===== config.mk =====
export PLATFORM = sky130hd
export DESIGN_NAME = char_lcd_nibble_sequencer
export DESIGN_NICKNAME = d
export VERILOG_FILES = /design/src/rtl/lcdseq_pkg.sv /design/src/rtl/lcdseq_ctrl.sv /design/src/rtl/lcdseq_dp.sv /design/src/rtl/char_lcd_nibble_sequencer.sv
export SDC_FILE = /design/constraint.sdc
export NUM_CORES = 1
export LEC_CHECK = 0
export ABC_AREA = 0
export BUFFER_PORTS_ARGS = -buffer_cell sky130_fd_sc_hd__buf_2
export CORE_ASPECT_RATIO = 0.7
export CORE_MARGIN = 5
export CORE_UTILIZATION = 49
export CTS_CLUSTER_DIAMETER = 80
export DETAILED_ROUTE_END_ITERATION = 7
export GPL_ROUTABILITY_DRIVEN = 0
export GPL_TIMING_DRIVEN = 0
export PLACE_DENSITY = 0.76
export SLEW_MARGIN = 20
export SYNTH_ARGS = -nofsm -noshare
export SYNTH_HDL_FRONTEND = slang
export SYNTH_HIERARCHICAL = 1
export SYNTH_SLANG_ARGS = --single-unit

===== constraint.sdc =====
create_clock -name clk -period 2.8 [get_ports clk]
set_clock_uncertainty 0.2 [all_clocks]
set_input_delay 0.56 -clock clk [delete_from_list [all_inputs] [get_ports clk]]
set_output_delay 0.56 -clock clk [all_outputs]
set_load 0.005 [all_outputs]

===== src/rtl/lcdseq_pkg.sv =====
// ----------------------------------------------------------------------------
// lcdseq_pkg
// Types, codes and constant tables shared by the character LCD sequencer.
// ----------------------------------------------------------------------------
`default_nettype none

package lcdseq_pkg;

	localparam int unsigned ADDR_W = 4;
	localparam int unsigned DATA_W = 32;

	typedef enum logic [1:0] {
		REQ_INIT   = 2'd0,
		REQ_CMD    = 2'd1,
		REQ_DATA   = 2'd2,
		REQ_CURSOR = 2'd3
	} req_kind_t;

	typedef enum logic [1:0] {
		REG_PULSE    = 2'd0,
		REG_BYTE_GAP = 2'd1,
		REG_POWER_UP = 2'd2
	} reg_idx_t;

	typedef enum logic [3:0] {
		ST_IDLE = 4'b0001,
		ST_PWR  = 4'b0010,
		ST_RST  = 4'b0100,
		ST_BYTE = 4'b1000
	} state_t;

	localparam logic [7:0]  PULSE_RESET    = 8'd10;
	localparam logic [9:0]  BYTE_GAP_RESET = 10'd100;
	localparam logic [15:0] POWER_UP_RESET = 16'd45000;

	localparam logic [7:0] CURSOR_BASE  = 8'h80;
	localparam logic [2:0] INIT_CMD_LAST = 3'd4;
	localparam logic [1:0] RST_NIB_LAST  = 2'd3;
	localparam logic [1:0] PHASE_LAST    = 2'd2;
	localparam logic [1:0] PHASE_HIGH    = 2'd1;

	typedef struct packed {
		logic [1:0] req_type;
		logic [7:0] byte_value;
		logic [1:0] line;
		logic [6:0] column;
	} req_t;

	typedef struct packed {
		logic        reg_select;
		logic        read_write;
		logic        enable_pin;
		logic [3:0]  data_nibble;
		logic [15:0] hold_us;
		logic        last;
	} pin_t;

	// controller -> datapath
	typedef struct packed {
		logic       load;
		logic       emit;
		logic       pwr;
		logic       rst;
		logic       init;
		logic [1:0] phase;
		logic [1:0] sub;
		logic [2:0] cmd_idx;
		logic       last;
	} dp_cmd_t;

	// datapath -> controller
	typedef struct packed {
		logic out_free;
	} dp_status_t;

	function automatic logic [7:0] init_cmd(input logic [2:0] idx);
		logic [7:0] v;
		case (idx)
			3'd0:    v = 8'h28;
			3'd1:    v = 8'h08;
			3'd2:    v = 8'h01;
			3'd3:    v = 8'h06;
			3'd4:    v = 8'h0F;
			default: v = 8'h00;
		endcase
		return v;
	endfunction

	function automatic logic [12:0] init_wait(input logic [1:0] idx);
		logic [12:0] v;
		case (idx)
			2'd0:    v = 13'd5000;
			2'd1:    v = 13'd60;
			default: v = 13'd2000;
		endcase
		return v;
	endfunction

	function automatic logic [3:0] init_nibble(input logic [1:0] idx);
		return (idx == RST_NIB_LAST) ? 4'h2 : 4'h3;
	endfunction

endpackage

`default_nettype wire


===== src/rtl/lcdseq_ctrl.sv =====
// ----------------------------------------------------------------------------
// lcdseq_ctrl
// Sequencing state machine: walks power-up, reset nibbles and byte phases.
// ----------------------------------------------------------------------------
`default_nettype none

module lcdseq_ctrl import lcdseq_pkg::*; (
	input  wire logic       clk,
	input  wire logic       arst_n,
	input  wire logic       req_valid,
	input  wire logic [1:0] req_type,
	output logic            req_stall,
	input  dp_status_t      status,
	output dp_cmd_t         cmd
);

	state_t     state_q;
	logic [1:0] phase_q;
	logic [1:0] sub_q;
	logic [2:0] cmd_q;
	logic       init_q;
	logic       accept;
	logic       emit;
	logic       phase_end;

	assign req_stall = (state_q != ST_IDLE);
	assign accept    = req_valid && (state_q == ST_IDLE);
	assign emit      = (state_q != ST_IDLE) && status.out_free;
	assign phase_end = (phase_q == PHASE_LAST);

	always_comb begin
		cmd.load    = accept;
		cmd.emit    = emit;
		cmd.pwr     = (state_q == ST_PWR);
		cmd.rst     = (state_q == ST_RST);
		cmd.init    = init_q;
		cmd.phase   = phase_q;
		cmd.sub     = sub_q;
		cmd.cmd_idx = cmd_q;
		cmd.last    = (state_q == ST_BYTE) && phase_end && sub_q[0] &&
			(!init_q || cmd_q == INIT_CMD_LAST);
	end

	always_ff @(posedge clk or negedge arst_n) begin
		if (!arst_n) begin
			state_q <= ST_IDLE;
			phase_q <= '0;
			sub_q   <= '0;
			cmd_q   <= '0;
			init_q  <= 1'b0;
		end else begin
			case (state_q)
				ST_IDLE: begin
					if (accept) begin
						phase_q <= '0;
						sub_q   <= '0;
						cmd_q   <= '0;
						init_q  <= (req_type == REQ_INIT);
						state_q <= (req_type == REQ_INIT) ? ST_PWR : ST_BYTE;
					end
				end
				ST_PWR: begin
					if (emit) state_q <= ST_RST;
				end
				ST_RST: begin
					if (emit) begin
						if (!phase_end) begin
							phase_q <= phase_q + 2'd1;
						end else begin
							phase_q <= '0;
							if (sub_q == RST_NIB_LAST) begin
								sub_q   <= '0;
								state_q <= ST_BYTE;
							end else begin
								sub_q <= sub_q + 2'd1;
							end
						end
					end
				end
				ST_BYTE: begin
					if (emit) begin
						if (!phase_end) begin
							phase_q <= phase_q + 2'd1;
						end else begin
							phase_q <= '0;
							if (!sub_q[0]) begin
								sub_q <= 2'd1;
							end else begin
								sub_q <= '0;
								if (init_q && cmd_q != INIT_CMD_LAST) begin
									cmd_q <= cmd_q + 3'd1;
								end else begin
									state_q <= ST_IDLE;
								end
							end
						end
					end
				end
				default: state_q <= ST_IDLE;
			endcase
		end
	end

endmodule

`default_nettype wire


===== src/rtl/lcdseq_dp.sv =====
// ----------------------------------------------------------------------------
// lcdseq_dp
// Request latch, pin-state formation and output register.
// ----------------------------------------------------------------------------
`default_nettype none

module lcdseq_dp import lcdseq_pkg::*; (
	input  wire logic        clk,
	input  wire logic        arst_n,
	input  req_t             req_data,
	input  dp_cmd_t          cmd,
	output dp_status_t       status,
	input  wire logic [7:0]  pulse_us,
	input  wire logic [9:0]  gap_us,
	input  wire logic [15:0] power_us,
	output logic             pin_valid,
	input  wire logic        pin_stall,
	output pin_t             pin_data
);

	logic       rs_q;
	logic [7:0] byte_q;
	logic [6:0] cursor;
	logic [7:0] cur_byte;
	logic       valid_q;
	pin_t       pin_q;
	pin_t       nxt;

	// address = ((line-1)*0x40 + column-1) mod 128
	assign cursor = {~req_data.line[0], 6'd0} + (req_data.column - 7'd1);

	always_ff @(posedge clk) begin
		if (cmd.load) begin
			case (req_data.req_type)
				REQ_INIT: begin
					rs_q   <= 1'b0;
					byte_q <= req_data.byte_value;
				end
				REQ_DATA: begin
					rs_q   <= 1'b1;
					byte_q <= req_data.byte_value;
				end
				REQ_CURSOR: begin
					rs_q   <= 1'b0;
					byte_q <= CURSOR_BASE | {1'b0, cursor};
				end
				default: begin
					rs_q   <= 1'b0;
					byte_q <= req_data.byte_value;
				end
			endcase
		end
	end

	assign cur_byte = cmd.init ? init_cmd(cmd.cmd_idx) : byte_q;

	always_comb begin
		nxt.read_write = 1'b0;
		nxt.last       = cmd.last;
		nxt.enable_pin = (cmd.phase == PHASE_HIGH);
		if (cmd.pwr) begin
			nxt.reg_select  = 1'b0;
			nxt.enable_pin  = 1'b0;
			nxt.data_nibble = 4'h0;
			nxt.hold_us     = power_us;
		end else if (cmd.rst) begin
			nxt.reg_select  = 1'b0;
			nxt.data_nibble = init_nibble(cmd.sub);
			nxt.hold_us     = {8'd0, pulse_us} +
				((cmd.phase == PHASE_LAST) ? {3'd0, init_wait(cmd.sub)} : 16'd0);
		end else begin
			nxt.reg_select  = rs_q;
			nxt.data_nibble = cmd.sub[0] ? cur_byte[3:0] : cur_byte[7:4];
			nxt.hold_us     = {8'd0, pulse_us} +
				((cmd.phase == PHASE_LAST && cmd.sub[0]) ? {6'd0, gap_us} : 16'd0);
		end
	end

	assign status.out_free = !valid_q || !pin_stall;

	always_ff @(posedge clk or negedge arst_n) begin
		if (!arst_n) begin
			valid_q <= 1'b0;
		end else if (cmd.emit) begin
			valid_q <= 1'b1;
		end else if (!pin_stall) begin
			valid_q <= 1'b0;
		end
	end

	always_ff @(posedge clk) begin
		if (cmd.emit) pin_q <= nxt;
	end

	assign pin_valid = valid_q;
	assign pin_data  = pin_q;

endmodule

`default_nettype wire


===== src/rtl/char_lcd_nibble_sequencer.sv =====
// ----------------------------------------------------------------------------
// char_lcd_nibble_sequencer
// Turns LCD requests into a stream of 4-bit bus pin states with hold times.
// ----------------------------------------------------------------------------
//  channel | direction | handshake             | payload
//  req     | in        | req_valid / req_stall | req_data  (req_t)
//  pin     | out       | pin_valid / pin_stall | pin_data  (pin_t)
//  apb     | in        | psel/penable/pwrite   | paddr, pwdata, prdata
//
//  One pin state leaves per cycle while pin_stall is low: a byte request gives
//  6 pin states, init 43; the state machine stepping the phase counters sets
//  this. A new request is taken once the previous one has issued its final
//  pin state. pin_stall freezes a valid output register and the sequencer.
//  Reset loads the default timing registers and empties the output.
// ----------------------------------------------------------------------------
`default_nettype none

module char_lcd_nibble_sequencer import lcdseq_pkg::*; (
	input  wire logic              clk,
	input  wire logic              arst_n,
	input  wire logic              req_valid,
	output logic                   req_stall,
	input  req_t                   req_data,
	output logic                   pin_valid,
	input  wire logic              pin_stall,
	output pin_t                   pin_data,
	input  wire logic              psel,
	input  wire logic              penable,
	input  wire logic              pwrite,
	input  wire logic [ADDR_W-1:0] paddr,
	input  wire logic [DATA_W-1:0] pwdata,
	output logic [DATA_W-1:0]      prdata,
	output logic                   pready
);

	logic [7:0]  pulse_q;
	logic [9:0]  gap_q;
	logic [15:0] power_q;
	logic        wr_en;
	dp_cmd_t     cmd;
	dp_status_t  status;

	assign pready = 1'b1;
	assign wr_en  = psel && penable && pwrite && pready;

	always_ff @(posedge clk or negedge arst_n) begin
		if (!arst_n) begin
			pulse_q <= PULSE_RESET;
			gap_q   <= BYTE_GAP_RESET;
			power_q <= POWER_UP_RESET;
		end else if (wr_en) begin
			case (paddr[3:2])
				REG_PULSE:    pulse_q <= pwdata[7:0];
				REG_BYTE_GAP: gap_q   <= pwdata[9:0];
				REG_POWER_UP: power_q <= pwdata[15:0];
				default: ;
			endcase
		end
	end

	always_comb begin
		case (paddr[3:2])
			REG_PULSE:    prdata = {24'd0, pulse_q};
			REG_BYTE_GAP: prdata = {22'd0, gap_q};
			REG_POWER_UP: prdata = {16'd0, power_q};
			default:      prdata = '0;
		endcase
	end

	lcdseq_ctrl u_ctrl (
		.clk       (clk),
		.arst_n    (arst_n),
		.req_valid (req_valid),
		.req_type  (req_data.req_type),
		.req_stall (req_stall),
		.status    (status),
		.cmd       (cmd)
	);

	lcdseq_dp u_dp (
		.clk       (clk),
		.arst_n    (arst_n),
		.req_data  (req_data),
		.cmd       (cmd),
		.status    (status),
		.pulse_us  (pulse_q),
		.gap_us    (gap_q),
		.power_us  (power_q),
		.pin_valid (pin_valid),
		.pin_stall (pin_stall),
		.pin_data  (pin_data)
	);

	a_busy_after_accept: assert property (@(posedge clk) disable iff (!arst_n)
		(req_valid && !req_stall) |=> req_stall)
		else $error("sequencer not busy after taking a request");

	a_enable_hold: assert property (@(posedge clk) disable iff (!arst_n)
		(pin_valid && pin_data.enable_pin) |-> (pin_data.hold_us == {8'd0, pulse_q}))
		else $error("enable-high state hold differs from pulse phase");

	a_last_frees: assert property (@(posedge clk) disable iff (!arst_n)
		(cmd.emit && cmd.last) |=> !req_stall)
		else $error("sequencer still busy after final pin state");

	a_write_only: assert property (@(posedge clk) disable iff (!arst_n)
		pin_valid |-> !pin_data.read_write)
		else $error("read cycle driven on LCD bus");

endmodule

`default_nettype wire


# After elaboration in Yosys (flattened, before gate mapping)
# Cells that the tools add are included.
# Widths: inputs -> output; s select.
[word_totals] elab_cells=130 ff_bits=79 inputBits=62 out_inout_bits=59
[op_classes] n_mux=44 n_reduce_logical=31 bitwise_logic=1 add_sub_neg=7 n_eq_ne=30
[op_table] operator="$pmux 16 s3" count=1
[op_table] operator="$mux 4" count=11
[op_table] operator="$mux 13" count=3
[op_table] operator="$add 8x16->16" count=2
[op_table] operator="$pmux 6 s5" count=1
[op_table] operator="$pmux 13 s2" count=1
[op_table] operator="$mux 20" count=1
[op_table] operator="$ne 2x1->1 const B" count=10
[op_table] operator="$mux 16" count=1
[op_table] operator="$mux 2" count=8
[op_table] operator="$pmux 4 s4" count=1
[op_table] operator="$mux 3" count=5
[op_table] operator="$reduce_and 6->1" count=2
[op_table] operator="$eq 2x2->1 const B" count=5
[op_table] operator="$mux 10" count=1
[op_table] operator="$logic_and 1x1->1" count=9
[op_table] operator="$reduce_and 9->1" count=1
[op_table] operator="$mux 8" count=1
[op_table] operator="$reduce_and 2->1" count=4
[op_table] operator="$add 7x7->7" count=1
[op_table] operator="$mux 7" count=1
[op_table] operator="$sub 7x1->7 const B" count=1
[op_table] operator="$eq 2x1->1 const B" count=3
[op_table] operator="$eq 3x2->1 const B" count=2
[op_table] operator="other kinds (24)" count=37

# Depth between registers and ports, before layout
# Gate-level depths: netlist (run 1).
[logic_depth] word_depth=8 depth_mapped=13 mapped_depth_nobuf=12

# Cells and area by module
# The synthesis (run 1) kept the hierarchy.
[modules_own_cells] mod="lcdseq_dp" seq_area_each_um2=985.9 area_each_um2=2565.0 instances=1 cells_each=263
[modules_own_cells] mod="char_lcd_nibble_sequencer" seq_area_each_um2=868.3 area_each_um2=1694.1 instances=1 cells_each=130
[modules_own_cells] mod="lcdseq_ctrl" seq_area_each_um2=301.5 area_each_um2=738.2 instances=1 cells_each=75

# Worst setup path before layout (run 1)
# OpenSTA, ideal clock, no wires.
[synth_path] kind="flip-flop to flip-flop" start="reg u_ctrl.phase_q[1]" end="reg u_dp.pin_q, in the netlist u_dp/pin_data[9], data pin" required_ns=2.337 stages_incl_launch_ff=14 path_buffers=1 slack_ns=0.068 period_less_slack_ns=2.732 t_arrival_ns=2.269 setup_ns=0.263 path_cell_list="dfrtp_1 nor2b_1 clkbuf_2 nand2_1 nor2_1 ha_1 inv_1 fa_1 nor2b_1 o31a_1 o22ai_2 xnor2_1 o22ai_1 a21oi_1"
[synth_lines] element="from (decl)" line_no="lcdseq_ctrl.sv:18" text="logic [1:0] phase_q;"
[synth_lines] element="from (signal assigned)" line_no="lcdseq_ctrl.sv:68" text="phase_q <= phase_q + 2'd1;"
[synth_lines] element="from (signal assigned)" line_no="lcdseq_ctrl.sv:83" text="phase_q <= phase_q + 2'd1;"
[synth_lines] element="to (signal assigned)" line_no="lcdseq_dp.sv:92" text="if (cmd.emit) pin_q <= nxt;"
[synth_lines] element="to (decl)" line_no="lcdseq_dp.sv:26" text="pin_t pin_q;"

==> run metrics, run 1 <==
status=finished clean; final WL=13,100 um; Crit-path slowest cell=dfrtp_2; port bufs=83; Synth Area per Inst=10.7 um2; CP cell instances=nor2b_4, buf_8, and3_4, ha_4, inv_2, fa_2, nor2b_4, o21ai_4, o22ai_4, o41ai_4, xnor2_1, a21oi_1; CP Capture Type=flip-flop; final worst path period need=2.77 ns; post-synthesis register bit count=79; slowest stage delay, CP=0.43 ns; Pleak=2.84 nW; Pwr Total=4.78 mW; GRT Total Usage=0.213; share of cells above drive strength 1=0.411; Detail Placement HPWL=9180 um; critical path data arrival time=2.65 ns; RSZ-0062 raised after global routing=yes; Longest Clk Path Bufs=2; nets=677; highest metal used=met4; Peak Freq=0.361 GHz; initial core utilization=0.508; vias in the first global route=3,898; DRC Markers=0; Setup Crit Path Kind=reg -> reg; largest fanout on the critical path=6; peak supply drop=0.391 mV; die width=131 um; Reg clk slew, reported paths=0.06 ns; Met2 Wirelength=5850 um; Yosys cell types=75; Post-Synthesis Cells=468; CTS Buf Count=9; clk_lat worst skew=0.34 ns; Ports=121; Top delay family on crit path=compound AO/OA/AOI/OAI gates; mean routed wirelength per cell=18.1 um; Hold WC Path Type=in -> async; Fin. Hold Viols=0; via/cell ratio=5.63; Slew @ Worst Pin=0.782 ns; Slew Viols, Final=0; Final Instance Count excl. Fillers=722; initial antenna violation count=0; TritonCTS clock tree=built; post-route cell area=6230 um2; placed cells=694; WP data required=2.68 ns; max_slew headroom=0.476; M1 WL=5690 um; Antenna Nets Post-Route=0; Synth Flop Type=edfxtp_1; CTS HTree Levels=3; post-synthesis instance area=5000 um2; clock sink count=79; PD cells=767 nW/um2; Finish-stage setup viols=0; ys async rst share=0.595; CP most frequent cell=nor2b_4; Synth Warn #=6; met3 WL=1310 um; Critical Path Start Type=flip-flop; Max Cap Viol=0; die area=12,400 um2; n_diodes=0; Die H=94.5 um; via count=4,066; Post-synth EDFFs=32; DR iter-0 viols=423; drt pass-1 iters=5; core box area=9830 um2; pin count of the biggest net entering global routing=48; global-route wire length before repair=19,900 um; post-synthesis sequential area ratio=0.431; Root Driver=clkbuf_16; area post-placement=5630 um2; # rows=30; grt ovf=0; Critical path buffers and inverters=2; area grow syn2layout=24.7%; fin crit share=0.989
[where the power goes]
group / switching [mW] / total (mW) / internal (mW)
Sequential: 0.265 / 1.96 / 1.69
Clock: 0.465 / 1.15 / 0.687
Combinational: 0.891 / 1.68 / 0.786
Total: 1.62 / 4.78 / 3.16
[layer usage]
metal,vias up,track usage
li1,1891,-
met5,-,0
met4,0,0.0830
met3,20,0.0639
met2,211,0.307
met1,1944,0.300
[kinds of logic after synthesis]
logic type      after synthesis  synth area share
xor+xnor                     16            0.0280
other cells                   3           0.00225
flops                        79             0.431
compound gates              101             0.139
buf+inv                      62            0.0673
fa+ha+maj                    26            0.0696
mux                          54             0.118
simple gates                127             0.144
[per-stage QoR]
stage | utilization | hold slack (ns) | worst slack (ns) | setup TNS [ns]
floorplan | - | 0.0644 | 0.0676 | 0
global placement | 0.572 | 0.307 | -0.362 | -1.57
detailed placement | 0.572 | 0.315 | -0.421 | -1.95
CTS | 0.618 | 0.213 | -0.0266 | -0.0266
global route | 0.634 | 0.0796 | -0.0151 | -0.0151
finish | 0.634 | 0.0326 | 0.0310 | 0
[synthesized netlist by cell type, types with 5 or more instances]
master | number | area share
mux2_2 | 40 | 0.090
nand2_1 | 37 | 0.028
o21ai_0 | 34 | 0.034
dfrtp_1 | 32 | 0.16
edfxtp_1 | 32 | 0.19
inv_1 | 27 | 0.020
nor2_1 | 24 | 0.018
ha_1 | 23 | 0.058
buf_4 | 21 | 0.032
a21oi_1 | 18 | 0.018
dfstp_2 | 15 | 0.079
mux2i_1 | 14 | 0.028
and2_1 | 12 | 0.015
xnor2_1 | 12 | 0.021
and3_1 | 8 | 0.010
clkbuf_1 | 8 | 0.0060
nor2b_1 | 8 | 0.010
nor3_1 | 7 | 0.0070
a22o_1 | 5 | 0.0088
[sequential cells by signal, summed over array words and instances, names as in the netlist]
signal	count
u_ctrl/state_q	4
u_ctrl/init_q	1
u_dp/rs_q	1
u_ctrl/phase_q	2
pulse_q	8
u_ctrl/cmd_q	3
gap_q	10
u_ctrl/sub_q	2
u_dp/pin_data	23
u_dp/pin_valid	1
power_q	16
u_dp/byte_q	8
[what timing repair did]
action | in CTS | in global routing
setup endpoints to repair | 9 | 8
setup buffers | 9 | 3
resized for setup | 26 | 31
gates cloned | 0 | 0
hold buffers | 0 | 0
pin swaps | 10 | 11
[layout make-up]
cell class                      count  area [um2]
Multi-Input combinational cell    342        2760
Timing Repair Buffer               95         512
Tap cell                          128         160
Sequential cell                    79        2160
Clock buffer                       10         229
Inverter                           28         105
Clock inverter                      6        61.3
Fill cell                         738        3600
Buffer                             34         246
[worst register-to-register path: stages, from the launching register on]
cell and delay [ns]:
dfrtp_2 0.43, nor2b_4 0.14, buf_8 0.13, and3_4 0.19, ha_4 0.16, inv_2 0.05
fa_2 0.22, nor2b_4 0.06, o21ai_4 0.20, o22ai_4 0.11, o41ai_4 0.36, xnor2_1 0.18
a21oi_1 0.10
[worst paths after layout]
kind / start / to / slack, ns / depth (start not counted)
setup / recovery: u_ctrl/phase_q[1] / u_dp/pin_data[9] / 0.03 / 12
min in group clk: req_valid / u_ctrl/state_q[0] / 0.22 / 2
setup reg to reg: u_ctrl/phase_q[1] / u_dp/pin_data[9] / 0.03 / 12
hold / removal: arst_n / pulse_q[0] / 0.03 / 1
hold reg to reg: power_q[14] / power_q[14] / 0.32 / 1
max in group asynchronous: arst_n / u_ctrl/phase_q[1] / 1.90 / 1
[cells in the final DEF, fill, tap and decap left out, types with 14 or more instances in the layout]
cell type and n:
nand2_1 32, ha_1 18, edfxtp_1 32, buf_4 33, dfstp_2 15, conb_1 18
mux2_2 40, inv_1 24, buf_2 83, o21ai_0 30, dfrtp_1 29, a21oi_1 17
mux2i_1 14, nor2_1 22
No activity file was read; power rests on OpenSTA's default activity.
==> run 2, diff against run 1 <==
--- a/config.mk
+++ b/config.mk
@@ -15,6 +15,7 @@
 export GPL_ROUTABILITY_DRIVEN = 0
 export GPL_TIMING_DRIVEN = 0
 export PLACE_DENSITY = 0.76
+export RECOVER_POWER = 100
 export SLEW_MARGIN = 20
 export SYNTH_ARGS = -nofsm -noshare
 export SYNTH_HDL_FRONTEND = slang
==> run metrics, run 2 (synthesized netlist as in run 1, its figures left out) <==
WP data required=2.68 ns (about the same); area grow syn2layout=23.0%; most common cell after layout, fill and taps aside=buf_2; Critical path buffers and inverters=2 (unchanged); slowest stage delay, CP=0.43 ns (about the same); clk_lat worst skew=0.35 ns (about the same); setup TNS=0 ns (unchanged); GRT Total Usage=0.213 (unchanged); Fin. Hold Viols=0 (unchanged); worst hold start=req_valid; PD cells=772 nW/um2 (+0.59%); initial core utilization=0.508 (unchanged); Psw=1.62 mW (-0.12%); Top delay family on crit path=compound AO/OA/AOI/OAI gates; Hold Path End=u_ctrl/state_q[0]; CTS Buf Count=9 (unchanged); fill count=755 (+2.3%); fin crit share=0.983 (-0.00631); CP Capture Type=flip-flop; status=finished clean; die area=12,400 um2 (unchanged); Hold WC Path Type=in -> reg; clock sink count=79 (unchanged); CTS Hold Bufs=0 (unchanged); Longest Clk Path Bufs=2 (unchanged); largest fanout on the critical path=6 (unchanged); Critical Path Start Type=flip-flop; critical path data arrival time=2.63 ns (-0.02 ns); peak supply drop=0.392 mV (+0.16%); CP most frequent cell=nor2b_4; n_diodes=0 (unchanged); CP Depth=12 (unchanged); Slew Viols, Final=0 (unchanged); DRC Markers=0 (unchanged); Comb power frac=0.345 (-0.005); mean routed wirelength per cell=18.2 um (+0.66%); grt ovf=0 (unchanged); hold path depth=2; Pleak=2.77 nW (-2.4%); final WL=13,100 um (+0.66%); Ports=121 (unchanged); pin count of the biggest net entering global routing=48 (unchanged); core box area=9830 um2 (unchanged); Slew @ Worst Pin=1.34 ns (+0.558 ns); Setup Crit Path Kind=reg -> reg; clock network power share=0.243 (+0.002); reg2reg path depth=12 (unchanged); max_slew headroom=0.0999 (-0.376); DR iter-0 viols=415 (-1.9%); Max Cap Viol=0 (unchanged); Largest register FFs=23 (unchanged); final core utilization=0.625 (-0.00891); TritonCTS clock tree=built; Flop pwr share=0.412 (+0.003); Crit-path slowest cell=dfrtp_2; via count=4,085 (+0.47%); via/cell ratio=5.66 (+0.47%); initial antenna violation count=0 (unchanged); global-route wire length before repair=19,900 um (unchanged); vias in the first global route=3,898 (unchanged); share of cells above drive strength 1=0.377 (-0.0337); Sw Share=0.341 (+0.00239); CP cell instances=nor2b_4, buf_8, and3_4, ha_4, inv_2, fa_2, nor2b_4, o21ai_4, o22ai_4, o41ai_4, xnor2_1, a21oi_1; Die H=94.5 um (unchanged); drt pass-1 iters=5 (unchanged); die width=131 um (unchanged); Seq. cell area=2160 um2 (unchanged); # rows=30 (unchanged); Root Driver=clkbuf_16; commonest cells after routing, fill and taps aside=70 x buf_2, 40 x mux2_2, 32 x nand2_1, 32 x edfxtp_1, 31 x o21ai_0; Reg clk slew, reported paths=0.06 ns (about the same); Detail Placement HPWL=9180 um (unchanged); Finish-stage setup viols=0 (unchanged); CTS HTree Levels=3 (unchanged); RSZ-0062 raised after global routing=yes; worst reg2reg path endpoint=u_dp/pin_data[9]; Peak Freq=0.363 GHz (+0.64%); port bufs=83 (unchanged); final worst path period need=2.75 ns (-0.0177 ns); pre-CTS setup slack=-0.421 ns (unchanged); setup slack, reg-to-reg=0.05 ns (+0.02 ns); internal power=3.12 mW (-1.2%); Worst Slack Setup Final=0.0487 ns (+0.0177 ns); nets=677 (unchanged); Antenna Nets Post-Route=0 (unchanged); area occupied by multi-input gates=2720 um2 (-1.5%); Pwr Total=4.74 mW (-0.82%); worst reg2reg startpoint=u_ctrl/phase_q[1]
==> run 2: power by group through the flow <==
stage                     combinational (mW)  sequential, mW  clock (mW)
final                                   1.64            1.95        1.15
after global routing                    1.79            2.00        1.22
after CTS                               1.56            1.94        1.18
after floorplan                        0.936            1.91           0
after detailed placement                1.42            1.98           0
after global placement                  1.38            1.95           0
==> run 2: layout make-up <==
cell class              count  area share
plain buffers              34      0.0358
clock buffers              10      0.0373
clock inverters             6     0.00998
inverters                  28      0.0171
multi-input cells         342       0.442
flip-flops and latches     79       0.351
well taps                 128      0.0261
repair buffers             95      0.0802
==> run 2: through the flow <==
stage	instance area, um2	hold slack (ns)	std cells
2_1_floorplan	5050	0.0644	483
3_3_place_gp	5630	0.307	694
3_5_place_dp	5630	0.315	694
4_1_cts	6070	0.213	719
5_1_grt	6150	0.235	722
6_report	6150	0.222	722
==> run 2: worst register-to-register path, stage by stage (launching register included) <==
cell and delay, ns:
dfrtp_2 0.43, nor2b_4 0.14, buf_8 0.13, and3_4 0.18, ha_4 0.15, inv_2 0.05, fa_2 0.22, nor2b_4 0.06
o21ai_4 0.20, o22ai_4 0.11, o41ai_4 0.35, xnor2_1 0.17, a21oi_1 0.10
==> run 2: what timing repair did <==
action                     in CTS  in global routing
cloned                          0                  0
setup endpoints to repair       9                  8
pin swaps                      10                 11
gates resized for setup        26                 31
buffers inserted                9                  3
==> run 2: how the worst max path moves through the flow <==
stage | endpoint | slack, ns | startpoint
after floorplan | u_dp/pin_data[9] | 0.07 | u_ctrl/phase_q[1]
after global placement | u_dp/pin_data[9] | -0.36 | u_ctrl/phase_q[1]
after detailed placement | u_dp/pin_data[9] | -0.42 | u_ctrl/phase_q[1]
after CTS | u_dp/pin_data[9] | -0.03 | u_ctrl/phase_q[1]
after global routing | u_dp/pin_data[9] | -0.02 | u_ctrl/phase_q[1]
final | u_dp/pin_data[9] | 0.05 | u_ctrl/phase_q[1]
==> run 2: routing by layer <==
metal | global-route usage | routed length (um) | up-vias
li1 | - | - | 1890
met3 | 0.0639 | 1360 | 25
met4 | 0.0830 | 229 | 0
met2 | 0.307 | 5800 | 215
met1 | 0.300 | 5760 | 1955
met5 | 0 | 0 | -
